===== src/sv/lat_pkg.sv =====
// Shared widths, command codes and the cell result record for the aging life block.
package lat_pkg;

	localparam int AGE_W         = 4;
	localparam int COORD_W       = 6;
	localparam int CMD_W         = 2;
	localparam int CHANGE_W      = 13;
	localparam int GEN_W         = 32;
	localparam int WEIGHT_W      = 8;
	localparam int NBR_W         = 4;
	localparam int GRID_COLS_DEF = 64;
	localparam int GRID_ROWS_DEF = 64;

	localparam logic [AGE_W-1:0]    AGE_MAX      = 4'd15;
	localparam logic [AGE_W-1:0]    AGE_BORN     = 4'd1;
	localparam logic [NBR_W-1:0]    NBR_BIRTH    = 4'd3;
	localparam logic [NBR_W-1:0]    NBR_SURVIVE  = 4'd2;
	localparam logic [CHANGE_W-1:0] CHANGE_MAX   = 13'd8191;
	localparam logic [WEIGHT_W-1:0] WEIGHT_RESET = 8'd8;

	typedef enum logic [CMD_W-1:0] {
		CMD_WRITE = 2'd0,
		CMD_STEP  = 2'd1,
		CMD_READ  = 2'd2
	} cmd_t;

	typedef struct packed {
		logic [AGE_W-1:0] age;
		logic             changed;
	} cell_res_t;

endpackage


===== src/sv/lat_cell_unit.sv =====
// Cell update unit: three-row line buffer window and the aging life rule.
module lat_cell_unit #(
	parameter int GRID_COLS = 64
) (
	input  logic                      clk,
	input  logic                      shift_en,
	input  logic                      live_in,
	input  logic [lat_pkg::AGE_W-1:0] center_age,
	output lat_pkg::cell_res_t        res
);
	import lat_pkg::*;

	localparam int LINE = GRID_COLS + 2;
	localparam int TAPS = 2 * LINE + 2;

	logic [TAPS-1:0]  line_q;
	logic [7:0]       nbr;
	logic [NBR_W-1:0] nbr_cnt;
	logic             alive;
	logic [AGE_W-1:0] next_age;

	always_ff @(posedge clk) begin
		if (shift_en) begin
			line_q <= {line_q[TAPS-2:0], live_in};
		end
	end

	assign nbr = {live_in, line_q[0], line_q[1],
		line_q[LINE-1], line_q[LINE+1],
		line_q[2*LINE-1], line_q[2*LINE], line_q[2*LINE+1]};

	always_comb begin
		nbr_cnt = '0;
		for (int i = 0; i < 8; i++) begin
			nbr_cnt = nbr_cnt + NBR_W'(nbr[i]);
		end
	end

	assign alive = (center_age != '0);

	always_comb begin
		next_age = '0;
		if (alive) begin
			if ((nbr_cnt == NBR_SURVIVE) || (nbr_cnt == NBR_BIRTH)) begin
				next_age = (center_age == AGE_MAX) ? AGE_MAX : center_age + AGE_BORN;
			end
		end else if (nbr_cnt == NBR_BIRTH) begin
			next_age = AGE_BORN;
		end
	end

	assign res.age     = next_age;
	assign res.changed = (next_age != '0) != alive;

endmodule


===== config.mk =====
export PLATFORM = sky130hd
export DESIGN_NAME = lat_cell_unit
export DESIGN_NICKNAME = d
export VERILOG_FILES = /design/src/sv/lat_pkg.sv /design/src/sv/lat_cell_unit.sv
export SDC_FILE = /design/constraint.sdc
export NUM_CORES = 1
export LEC_CHECK = 0
export BUFFER_PORTS_ARGS = -buffer_cell sky130_fd_sc_hd__buf_4
export CORE_ASPECT_RATIO = 1.5
export CORE_MARGIN = 2
export CORE_UTILIZATION = 54
export DETAILED_ROUTE_END_ITERATION = 8
export PLACE_DENSITY = 0.73
export REMOVE_ABC_BUFFERS = 1
export SKIP_CTS_REPAIR_TIMING = 1
export SLEW_MARGIN = 20
export SYNTH_ARGS = -nofsm -noshare
export SYNTH_HDL_FRONTEND = slang
export SYNTH_SLANG_ARGS = --single-unit

===== constraint.sdc =====
create_clock -name clk -period 5.23 [get_ports clk]
set_input_delay 1.3075 -clock clk [delete_from_list [all_inputs] [get_ports clk]]
set_output_delay 1.3075 -clock clk [all_outputs]
set_load 0.1 [all_outputs]

# Word-level counts from Yosys, hierarchy flattened
# Cells that the tools add are included.
# Widths: inputs -> output; s select.
# word_totals
regBits,134
output_inout_bits,5
# op_classes
add_sub_neg,8
eq_ne,4
mux,4
reduce_logical,3
# op_table
operator,n
$add 4x1->4,4
$mux 4,3
$eq 4x2->1 const B,2
$reduce_bool 4->1,2
$add 3x1->4,1
$add 4x1->4 const B,1
$eq 4x4->1 const B,1
$add 2x1->3,1
$add 1x1->2,1
$logic_or 1x1->1,1
$mux 1,1
$ne 1x1->1,1

# Logic depth before layout (Yosys ltp)
# Gate-level depths: netlist of the first run.
# depth
word_depth,13
depth_mapped,11

# Least setup slack after synthesis of the first run
# No wires, ideal clock.
# synth_timing
kind,input to output
startpoint,input port live_in
endpoint,output port res[3] (netlist bit)
arrival_time_ps,6040
setup_slack_ps,-2117
stages,10
n_path_buf,0
cell_sequence,inv_1 > fa_1 > fa_1 > fa_1 > inv_1 > ha_1 > fa_1 > and4b_1 > a22oi_1 > a211oi_1
# synth_lines
item,line_no,text
from (decl),lat_cell_unit.sv:7,"input logic live_in,"
to (decl),lat_cell_unit.sv:9,output lat_pkg::cell_res_t res

==> tab_implementation.tex, run 1 <==
\begin{tabular}{lr}
\hline
Metric & Value \\
\hline
\multicolumn{2}{l}{\textbf{Floorplanning}} \\
Cell Rows & 40 \\
Die area & 9028 um\^{}2 \\
I/O pin cnt & 12 \\
Area of the core & 8008 um\^{}2 \\
Effective utilization at floorplan & 55.77\% \\
Die X & 78.25 um \\
Y dimension of the die & 115.4 um \\
\multicolumn{2}{l}{\textbf{Synthesis}} \\
Netlist cell types & 26 \\
Part of the Yosys area used for sequential elements & 90.11\% \\
Number of standard cells after synthesis & 190 \\
Synthesized cell area & 4466 um\^{}2 \\
Per-instance average area after synthesis & 23.50 um\^{}2 \\
Register bit count reported by yosys & 134 \\
Number of synthesis warnings & 0 \\
\multicolumn{2}{l}{\textbf{Timing}} \\
Headroom to the max-slew limit & 58.04\% \\
Final critical delay including setup and external delays & 5.852 ns \\
Worst Slack Setup Final & -0.6220 ns \\
Final cycle utilization of the critical path & 111.9\% \\
Fmax & 0.1709 GHz \\
Setup repair after global routing missed its margin & yes \\
Actual slew at the worst max-slew pin & 0.6295 ns \\
Worst-case clock skew & 0.008178 ns \\
Count of endpoints failing setup in the final report & 5 \\
Final hold viol count & 0 \\
Final max-slew violation count & 0 \\
\multicolumn{2}{l}{\textbf{Finish}} \\
Fraction of final layout cells sized beyond drive strength 1 & 23.53\% \\
Synth-to-layout area growth & 21.01\% \\
Fin nets & 241 \\
Final Core Density & 67.48\% \\
Largest register by flop count & line\_q \\
Ant diodes & 0 \\
Number of flip-flops in the largest register & 134 \\
Regs by FF count & line\_q: 134 flops \\
\multicolumn{2}{l}{\textbf{Global route}} \\
Maximum number of pins on one net before global-route repair & 54 \\
Number of antenna violations at the first check in global routing & 0 \\
Number of global-route vias before repair & 1753 \\
Aggregate global-route resource usage & 14.98\% \\
Global-route wire length before repair & 9315 um \\
Congestion Overflow GR & 0 \\
\multicolumn{2}{l}{\textbf{Power}} \\
Switching share of power & 22.77\% \\
Psw & 0.6207 mW \\
Maximum ir drop on the vdd rail & 326.9 uV \\
Lkg Pwr & 1.918 nW \\
Pwr/cell area & 504.5 nW/um\^{}2 \\
Clock power share & 41.9\% \\
Internal power & 2.106 mW \\
Comb pwr share & 11.5\% \\
Proportion of power drawn by flip-flops and latches & 46.6\% \\
\multicolumn{2}{l}{\textbf{Routing}} \\
DRC violation count after routing & 0 \\
Vias after detailed routing & 1753 \\
Post-detailed-route wirelength per cell & 17.96 um \\
Router iterations before antenna repair & 4 \\
Routed vias/inst & 5.111 \\
Final antenna-violating net count & 0 \\
Final routed wirelength across all metal layers & 6159 um \\
First-iteration detailed-routing DRC count & 164 \\
\multicolumn{2}{l}{\textbf{Clocking}} \\
Clock sinks & 134 \\
H-tree depth & 4 \\
Skew-Pair Late Insertion Delay & 0.41 ns \\
Clock transition at the register clock pins on the worst setup and hold paths after CTS & 0.05 ns \\
CTS tree & done \\
Number of CTS-inserted buffers & 17 \\
Clk buf depth & 2 \\
Clock root cell & clkbuf\_16 \\
\multicolumn{2}{l}{\textbf{Flow run}} \\
Max capacitance violation total & 0 \\
\multicolumn{2}{l}{\textbf{Place}} \\
Number of input and output port buffers inserted & 11 \\
Detailed placement HPWL & 2713 um \\
Worst slack, placed & -0.8025 ns \\
Routability congestion estimate & 0.6973 \\
\multicolumn{2}{l}{\textbf{Worst setup path}} \\
Highest fanout seen on the critical path & 4 \\
Critical path class & input port to output port \\
Data required time at the worst endpoint & 3.92 ns \\
Reg-to-reg slack, setup & 4.47 ns \\
Arrival time worst endpoint & 4.54 ns \\
CP startpoint kind & input port \\
Worst Setup End Kind & output port \\
\multicolumn{2}{l}{\textbf{Hold path}} \\
Path category of the worst min-delay check & register to register \\
\multicolumn{2}{l}{\textbf{Status}} \\
Violated checks & setup timing \\
Outcome & finished, violations left \\
\hline
\end{tabular}
## Yosys cell counts, drive strengths merged
master | count | share of area [%]
edfxtp | 134 | 90
inv | 13 | 1.1
nor2 | 6 | 0.50
ha | 5 | 1.4
fa | 4 | 1.8
nor3 | 3 | 0.34
a21oi | 2 | 0.22
a22oi | 2 | 0.34
and4b | 2 | 0.45
buf | 2 | 0.36
nand2 | 2 | 0.17
nand2b | 2 | 0.28
nand3 | 2 | 0.34
a211oi | 1 | 0.17
a21bo | 1 | 0.22
a21o | 1 | 0.20
a221oi | 1 | 0.59
a31oi | 1 | 0.14
nor3b | 1 | 0.17
nor4bb | 1 | 0.36
o21a | 1 | 0.17
o21ai | 1 | 0.11
o221ai | 1 | 0.34
or2 | 1 | 0.14
## stage by stage
stage	cell area, um^2	total power [mW]	std cells	setup TNS [ns]	hold WS, ns
6_report	5404	2.726	343	-2.713	0.4138
5_1_grt	5404	2.829	343	-3.102	0.4196
4_1_cts	5274	2.685	341	-3.975	0.4131
3_5_place_dp	4701	1.527	309	-3.743	0.4045
3_3_place_gp	4701	1.520	309	-3.030	0.4037
2_1_floorplan	4449	1.442	188	-7.037	0.4003
## layer usage
metal,up-vias,global-route usage (%),wire (um)
met5,-,0,0
met4,0,8.772,172
met3,14,6.829,215
met1,884,20.89,2939
li1,811,-,-
met2,44,19.60,2833
## critical path, cell delays in order
cell and delay [ns]:
buf_8 0.08, inv_4 0.03, fa_1 0.51, fa_1 0.44, fa_1 0.51, inv_2 0.05
ha_4 0.16, fa_1 0.51, and4b_1 0.24, a22oi_2 0.10, buf_4 0.17, a211oi_2 0.16
clkbuf_8 0.27
## kinds of logic (layout without fill, tap and decap cells)
group / Yosys count / in the layout / synth area share (%)
flip-flops: 134 / 134 / 90.11
AND/OR/NAND/NOR: 20 / 20 / 2.746
buffers and inverters: 15 / 63 / 1.457
AO/OA/AOI/OAI: 12 / 12 / 2.494
adder cells (fa/ha/maj): 9 / 9 / 3.194
## power groups by stage
stage          Combinational [mW]  Clock (mW)  Sequential [mW]
2_1_floorplan               0.161           0             1.28
3_3_place_gp                0.230           0             1.29
3_5_place_dp                0.239           0             1.29
4_1_cts                     0.241        1.17             1.27
5_1_grt                     0.331        1.22             1.28
6_report                    0.314        1.14             1.27
## placed cells by master (no fill, tap or decap), drive strengths merged, types with 2 or more instances in the layout
cell and n:
a21oi 2, bufinv 3, ha 5, clkbuf 22, and4b 2, fa 4, nor3 3, nand3 2
nor2 6, clkinv 7, nand2 2, buf 17, nand2b 2, edfxtp 134, inv 13, a22oi 2
## cell type report
class | count | area, um^2
Clock buffer | 21 | 440.4
Clock inverter | 11 | 132.6
Fill cell | 510 | 2604
Inverter | 13 | 51.30
Multi-Input combinational cell | 41 | 425.4
Sequential cell | 134 | 4024
Tap cell | 105 | 131.4
Timing Repair Buffer | 18 | 198.9
## final timing paths
path | startpoint | end | depth (start not counted)
worst max-delay path | live_in | res[3] | 13
worst min-delay path | line_q[37]$_DFFE_PP_ | line_q[38]$_DFFE_PP_ | 0
worst min register to register | line_q[37]$_DFFE_PP_ | line_q[38]$_DFFE_PP_ | 0
worst max register to register | line_q[1]$_DFFE_PP_ | line_q[2]$_DFFE_PP_ | 0
Note: power is estimated with default switching activity, not from simulation.
==> run 2, diff against run 1 <==
--- a/config.mk
+++ b/config.mk
@@ -6,12 +6,12 @@
 export NUM_CORES = 1
 export LEC_CHECK = 0
 export BUFFER_PORTS_ARGS = -buffer_cell sky130_fd_sc_hd__buf_4
+export CAP_MARGIN = 0
 export CORE_ASPECT_RATIO = 1.5
 export CORE_MARGIN = 2
 export CORE_UTILIZATION = 54
 export DETAILED_ROUTE_END_ITERATION = 8
 export PLACE_DENSITY = 0.73
-export REMOVE_ABC_BUFFERS = 1
 export SKIP_CTS_REPAIR_TIMING = 1
 export SLEW_MARGIN = 20
 export SYNTH_ARGS = -nofsm -noshare
==> run 2 against run 1 <==
Against the previous run: the flow still finishes with violations (setup timing); non-clock buffer count is the same; largest cell class unchanged; count of clock-buffer cells in the layout shrank 4; routed wire length is 5.8% lower; worst setup slack got worse by 0.043 ns.
==> tab_implementation.tex, run 2 (same netlist as run 1, synthesis figures left out) <==
\begin{tabular}{lr}
\hline
Metric & Value \\
\hline
\multicolumn{2}{l}{\textbf{Timing}} \\
Worst Slack Setup Final & -0.6652 ns (-0.04325 ns) \\
Actual slew at the worst max-slew pin & 1.006 ns (+0.3761 ns) \\
Aggregate negative setup slack & -3.083 ns (-0.3702 ns) \\
Count of endpoints failing setup in the final report & 5 (unchanged) \\
Final critical delay including setup and external delays & 5.895 ns (+0.04325 ns) \\
Final hold viol count & 0 (unchanged) \\
Headroom to the max-slew limit & 32.96\% (-25 points) \\
Final max-slew violation count & 0 (unchanged) \\
Worst-case clock skew & 0.01399 ns (+0.005813 ns) \\
Final cycle utilization of the critical path & 112.7\% (+0.83 points) \\
Setup repair after global routing missed its margin & yes \\
Fmax & 0.1696 GHz (-0.73\%) \\
\multicolumn{2}{l}{\textbf{Global route}} \\
Maximum number of pins on one net before global-route repair & 84 (+56\%) \\
Most heavily used metal layer in global routing & met1 \\
Number of global-route vias before repair & 1689 (-3.7\%) \\
Global Route met3 Usage & 6.829\% (unchanged) \\
Number of antenna violations at the first check in global routing & 0 (unchanged) \\
Global-route met2 utilization & 17.18\% (-2.4 points) \\
Aggregate global-route resource usage & 14.27\% (-0.71 points) \\
Global-route wire length before repair & 8956 um (-3.9\%) \\
Fraction of met1 tracks used by global routing & 21.96\% (+1.1 points) \\
Congestion Overflow GR & 0 (unchanged) \\
\multicolumn{2}{l}{\textbf{Floorplanning}} \\
Y dimension of the die & 115.4 um (unchanged) \\
Cell Rows & 40 (unchanged) \\
Die area & 9028 um\^{}2 (unchanged) \\
Die X & 78.25 um (unchanged) \\
I/O pin cnt & 12 (unchanged) \\
Area of the core & 8008 um\^{}2 (unchanged) \\
Effective utilization at floorplan & 55.77\% (unchanged) \\
\multicolumn{2}{l}{\textbf{Routing}} \\
Final antenna-violating net count & 0 (unchanged) \\
Final routed wirelength across all metal layers & 5801 um (-5.8\%) \\
DRC violation count after routing & 0 (unchanged) \\
Router iterations before antenna repair & 4 (unchanged) \\
Vias after detailed routing & 1733 (-1.1\%) \\
Post-detailed-route wirelength per cell & 16.96 um (-5.5\%) \\
Routed vias/inst & 5.067 (-0.85\%) \\
First-iteration detailed-routing DRC count & 157 (-4.3\%) \\
\multicolumn{2}{l}{\textbf{Power}} \\
Maximum ir drop on the vdd rail & 360.1 uV (+10\%) \\
Overall power & 2.781 mW (+2.0\%) \\
Lkg Pwr & 1.927 nW (+0.46\%) \\
Pwr/cell area & 510.6 nW/um\^{}2 (+1.2\%) \\
\multicolumn{2}{l}{\textbf{Finish}} \\
Fin nets & 241 (unchanged) \\
Fraction of final layout cells sized beyond drive strength 1 & 24.89\% (+1.4 points) \\
Number of fillers in the final layout & 517 (+1.4\%) \\
Number of flip-flops in the largest register & 134 (unchanged) \\
Regs by FF count & line\_q: 134 flops \\
Largest register by flop count & line\_q \\
Final Core Density & 68.02\% (+0.53 points) \\
Finished Layout Cells & 342 (-0.29\%) \\
Ant diodes & 0 (unchanged) \\
Most frequent cells in the layout & edfxtp\_1, clkbuf\_16, inv\_1 \\
Most common library cell in the layout ignoring fill and taps & edfxtp\_1 \\
Synth-to-layout area growth & 21.97\% \\
\multicolumn{2}{l}{\textbf{Place}} \\
Detailed placement HPWL & 2656 um (-2.1\%) \\
Number of input and output port buffers inserted & 11 (unchanged) \\
Routability congestion estimate & 0.6659 (-4.5\%) \\
Worst slack, placed & -0.7036 ns (+0.09894 ns) \\
Placed cell count & 311 (+0.65\%) \\
\multicolumn{2}{l}{\textbf{Flow run}} \\
Max capacitance violation total & 0 (unchanged) \\
\multicolumn{2}{l}{\textbf{Clocking}} \\
Clock sinks & 134 (unchanged) \\
Clock transition at the register clock pins on the worst setup and hold paths after CTS & 0.06 ns (about the same) \\
Number of CTS-inserted buffers & 17 (unchanged) \\
Clock root cell & clkbuf\_16 \\
Clk buf depth & 2 (unchanged) \\
H-tree depth & 4 (unchanged) \\
Skew-Pair Late Insertion Delay & 0.41 ns (about the same) \\
CTS tree & done \\
\multicolumn{2}{l}{\textbf{Worst setup path}} \\
Startpoint of the lowest-slack register-to-register path & line\_q[1]\$\_DFFE\_PP\_ \\
Critical path class & input port to output port \\
Worst flop-to-flop path endpoint & line\_q[2]\$\_DFFE\_PP\_ \\
Reg-to-reg slack, setup & 4.51 ns (+0.04 ns) \\
Data required time at the worst endpoint & 3.92 ns (about the same) \\
Worst reg-to-reg path cell count & 0 (unchanged) \\
Arrival time worst endpoint & 4.59 ns (+0.05 ns) \\
Worst Setup End Kind & output port \\
Highest fanout seen on the critical path & 4 (unchanged) \\
CP startpoint kind & input port \\
\multicolumn{2}{l}{\textbf{Hold path}} \\
Hold Crit Endpoint & line\_q[55]\$\_DFFE\_PP\_ \\
Path category of the worst min-delay check & register to register \\
Number of stages on the worst hold path & 0 (unchanged) \\
Startpoint of the lowest-slack hold path & line\_q[54]\$\_DFFE\_PP\_ \\
\multicolumn{2}{l}{\textbf{Status}} \\
Outcome & finished, violations left \\
Violated checks & setup timing \\
\multicolumn{2}{l}{\textbf{Synthesis}} \\
Syn nets & 206 \\
\hline
\end{tabular}
## run 2: critical path, stage by stage
cell,delay [ns]
buf_8,0.09
inv_8,0.03
fa_1,0.54
fa_1,0.45
fa_1,0.54
inv_1,0.06
ha_2,0.18
fa_1,0.45
and4b_1,0.21
a22oi_2,0.26
nand2b_1,0.20
nand3_4,0.08
buf_8,0.18
## run 2: power by group
| part | internal [mW] | total [mW] | leakage, nW | switching [mW] |
|---|---|---|---|---|
| Combinational | 0.113 | 0.311 | 0.330 | 0.198 |
| Sequential | 1.25 | 1.27 | 1.31 | 0.0185 |
| Clock | 0.789 | 1.20 | 0.286 | 0.411 |
## run 2: final cells by class
cell class | count | area [um^2] | share of cell area, %
well taps | 105 | 131.4 | 2.412
clock inverters | 14 | 185.2 | 3.400
repair buffers | 18 | 198.9 | 3.653
multi-input cells | 41 | 425.4 | 7.811
flip-flops and latches | 134 | 4024 | 73.88
clock buffers | 17 | 425.4 | 7.811
inverters | 13 | 56.30 | 1.034
## run 2: through the flow
stage               cell area, um^2  hold WS, ns
floorplan                      4517       0.4003
global placement               4767       0.4022
detailed placement             4767       0.4045
CTS                            5378       0.4152
global route                   5446       0.4182
finish                         5446       0.4120
## run 2: worst max-delay path by stage
stage | from | endpoint | slack (ns)
CTS | live_in | res[0] | -0.70
floorplan | live_in | res[3] | -0.72
detailed placement | live_in | res[0] | -0.70
global placement | live_in | res[0] | -0.61
finish | live_in | res[0] | -0.67
global route | live_in | res[0] | -0.76
## run 2: per-layer routing
layer  wire, um  share of wire (%)
met1       2870                 49
met2       2565                 44
met3        262                4.5
met4        102                1.8
met5          0                  0
==> run 3, diff against run 2 <==
--- a/config.mk
+++ b/config.mk
@@ -9,9 +9,9 @@
 export CAP_MARGIN = 0
 export CORE_ASPECT_RATIO = 1.5
 export CORE_MARGIN = 2
-export CORE_UTILIZATION = 54
+export CORE_UTILIZATION = 60
 export DETAILED_ROUTE_END_ITERATION = 8
-export PLACE_DENSITY = 0.73
+export PLACE_DENSITY = 0.77
 export SKIP_CTS_REPAIR_TIMING = 1
 export SLEW_MARGIN = 20
 export SYNTH_ARGS = -nofsm -noshare
==> constraint.sdc (replaced) <==
create_clock -name clk -period 7.2 [get_ports clk]
set_input_delay 1.8 -clock clk [delete_from_list [all_inputs] [get_ports clk]]
set_output_delay 1.8 -clock clk [all_outputs]
set_load 0.1 [all_outputs]
==> run 3 against run 2 <==
Against the previous run: the run now ends clean; via count is 0.63% lower; flip-flop and latch count stayed put; combinational power is 44% lower; worst hold slack worse by 0.0014 ns; cell count is 2.6% lower; routed wire length is 2.7% higher; critical path depth stayed put; critical endpoint is now res[4]; largest power group unchanged; highest routed layer unchanged.
==> tab_implementation.tex, run 3 (same netlist as run 1, synthesis figures left out) <==
\begin{tabular}{lr}
\hline
Metric & Value \\
\hline
\multicolumn{2}{l}{\textbf{Routing}} \\
Final antenna-violating net count & 0 (unchanged) \\
Post-detailed-route wirelength per cell & 17.89 um (+5.5\%) \\
Routed vias/inst & 5.171 (+2.1\%) \\
Vias after detailed routing & 1722 (-0.63\%) \\
Router iterations before antenna repair & 4 (unchanged) \\
First-iteration detailed-routing DRC count & 125 (-20\%) \\
DRC violation count after routing & 0 (unchanged) \\
Final routed wirelength across all metal layers & 5959 um (+2.7\%) \\
\multicolumn{2}{l}{\textbf{Worst setup path}} \\
Cell type with the highest occurrence count on the critical path & fa\_1 \\
CP startpoint kind & input port \\
Data required time at the worst endpoint & 5.40 ns (+1.48 ns) \\
CP delay by family, top & adder cells \\
Critical-path cell list & buf\_4 > inv\_1 > fa\_1 > fa\_1 > fa\_1 > inv\_1 > ha\_1 > fa\_1 > and4b\_1 > a22oi\_1 > buf\_4 > nor3\_2 > buf\_4 \\
CP peak stage delay & 0.55 ns (about the same) \\
Worst Setup End Kind & output port \\
Number of buffer and inverter instances along the worst setup path & 5 (+1) \\
Standard cell with the maximum stage delay on the critical path & fa\_1 \\
Critical path class & input port to output port \\
Arrival time worst endpoint & 5.17 ns (+0.58 ns) \\
Highest fanout seen on the critical path & 4 (unchanged) \\
\multicolumn{2}{l}{\textbf{Floorplanning}} \\
Area of the core & 7227 um\^{}2 (-9.8\%) \\
Y dimension of the die & 109.7 um (-5.0\%) \\
I/O pin cnt & 12 (unchanged) \\
Die area & 8163 um\^{}2 (-9.6\%) \\
Cell Rows & 38 (-5.0\%) \\
Die X & 74.44 um (-4.9\%) \\
Effective utilization at floorplan & 61.79\% (+6.0 points) \\
\multicolumn{2}{l}{\textbf{Global route}} \\
Number of global-route vias before repair & 1661 (-1.7\%) \\
Global-route wire length before repair & 8845 um (-1.2\%) \\
Congestion Overflow GR & 0 (unchanged) \\
Maximum number of pins on one net before global-route repair & 70 (-17\%) \\
Number of antenna violations at the first check in global routing & 0 (unchanged) \\
Aggregate global-route resource usage & 16.81\% (+2.5 points) \\
\multicolumn{2}{l}{\textbf{Power}} \\
Proportion of power drawn by flip-flops and latches & 47.4\% (+1.7 points) \\
Internal power & 1.512 mW (-30\%) \\
Overall power & 1.949 mW (-30\%) \\
Switching share of power & 22.38\% (-0.17 points) \\
Maximum ir drop on the vdd rail & 258.7 uV (-28\%) \\
Lkg Pwr & 1.878 nW (-2.5\%) \\
Pwr/cell area & 369.8 nW/um\^{}2 (-28\%) \\
Psw & 0.4361 mW (-30\%) \\
Comb pwr share & 8.9\% (-2.3 points) \\
Clock power share & 43.7\% (+0.6 points) \\
\multicolumn{2}{l}{\textbf{Flow run}} \\
Max capacitance violation total & 0 (unchanged) \\
\multicolumn{2}{l}{\textbf{Place}} \\
Routability congestion estimate & 0.7463 (+12\%) \\
Number of input and output port buffers inserted & 11 (unchanged) \\
Detailed placement HPWL & 2656 um (about the same) \\
Placed cell count & 301 (-3.2\%) \\
Post-Place Cell Area & 4682 um\^{}2 (-1.8\%) \\
\multicolumn{2}{l}{\textbf{Timing}} \\
Worst-case clock skew & 0.009528 ns (-0.004463 ns) \\
Headroom to the max-slew limit & 45.31\% (+12 points) \\
Fmax & 0.1434 GHz \\
Final cycle utilization of the critical path & 96.85\% \\
Final critical delay including setup and external delays & 6.973 ns \\
Setup repair after global routing missed its margin & no \\
Count of endpoints failing setup in the final report & 0 (-5) \\
Final max-slew violation count & 0 (unchanged) \\
Final hold viol count & 0 (unchanged) \\
Actual slew at the worst max-slew pin & 0.8204 ns (-0.1852 ns) \\
Aggregate negative setup slack & 0 ns (+3.083 ns) \\
\multicolumn{2}{l}{\textbf{Finish}} \\
Synth-to-layout area growth & 17.99\% \\
Most frequent cells in the layout & edfxtp\_1, clkbuf\_16, inv\_1, buf\_4, nor2\_1 \\
Regs by FF count & line\_q: 134 flops \\
Ant diodes & 0 (unchanged) \\
Finished Layout Cells & 333 (-2.6\%) \\
Most common library cell in the layout ignoring fill and taps & edfxtp\_1 \\
Fin nets & 236 (-2.1\%) \\
Final Core Density & 72.91\% (+4.9 points) \\
Post-route design area & 5269 um\^{}2 (-3.3\%) \\
Fraction of final layout cells sized beyond drive strength 1 & 19.31\% (-5.6 points) \\
Largest register by flop count & line\_q \\
Number of flip-flops in the largest register & 134 (unchanged) \\
\multicolumn{2}{l}{\textbf{Status}} \\
Outcome & complete, no violations \\
\multicolumn{2}{l}{\textbf{Clocking}} \\
Number of CTS-inserted buffers & 17 (unchanged) \\
Clock root cell & clkbuf\_8 \\
H-tree depth & 4 (unchanged) \\
Skew-Pair Late Insertion Delay & 0.52 ns (+0.11 ns) \\
Clock sinks & 134 (unchanged) \\
Clock transition at the register clock pins on the worst setup and hold paths after CTS & 0.06 ns (about the same) \\
Clk buf depth & 2 (unchanged) \\
CTS tree & done \\
\multicolumn{2}{l}{\textbf{Hold path}} \\
Path category of the worst min-delay check & register to register \\
\multicolumn{2}{l}{\textbf{Synthesis}} \\
Syn nets & 206 (unchanged) \\
\hline
\end{tabular}
## run 3: layer usage
metal	track usage [%]	vias to the layer above	routed length [um]
met5	0	-	0
met4	9.184	0	153
met3	7.699	16	289
met2	22.25	48	2707
met1	23.41	859	2808
li1	-	799	-
## run 3: stage by stage
stage / worst slack (ns) / hold WS, ns
2_1_floorplan: -0.2072 / 0.4003
3_3_place_gp: 0.3901 / 0.4024
4_1_cts: 0.1938 / 0.4112
6_report: 0.2270 / 0.4106
3_5_place_dp: 0.2933 / 0.4045
5_1_grt: 0.1162 / 0.4148
## run 3: final cells by class
class                      instances  area [um^2]
sequential                       134         4024
fill                             432         1958
clock buffer                      22        432.9
multi-input combinational         41        386.6
clock inverter                    10        153.9
tap                              100        125.1
timing repair buffer              13        97.59
inverter                          13        48.80
## run 3: path summary, 6_finish.rpt
| kind | start | endpoint | slack, ns | depth (start not counted) |
|---|---|---|---|---|
| min | line_q[50]$_DFFE_PP_ | line_q[51]$_DFFE_PP_ | 0.41 | 0 |
| max reg2reg | line_q[1]$_DFFE_PP_ | line_q[2]$_DFFE_PP_ | 6.51 | 0 |
| max | live_in | res[4] | 0.23 | 13 |
| min reg2reg | line_q[50]$_DFFE_PP_ | line_q[51]$_DFFE_PP_ | 0.41 | 0 |
## run 3: power groups by stage
| stage | registers, mW | clock network (mW) | logic [mW] |
|---|---|---|---|
| 4_1_cts | 0.923 | 0.871 | 0.175 |
| 5_1_grt | 0.927 | 0.903 | 0.184 |
| 3_3_place_gp | 0.937 | 0 | 0.164 |
| 6_report | 0.923 | 0.851 | 0.174 |
| 2_1_floorplan | 0.931 | 0 | 0.121 |
| 3_5_place_dp | 0.936 | 0 | 0.169 |
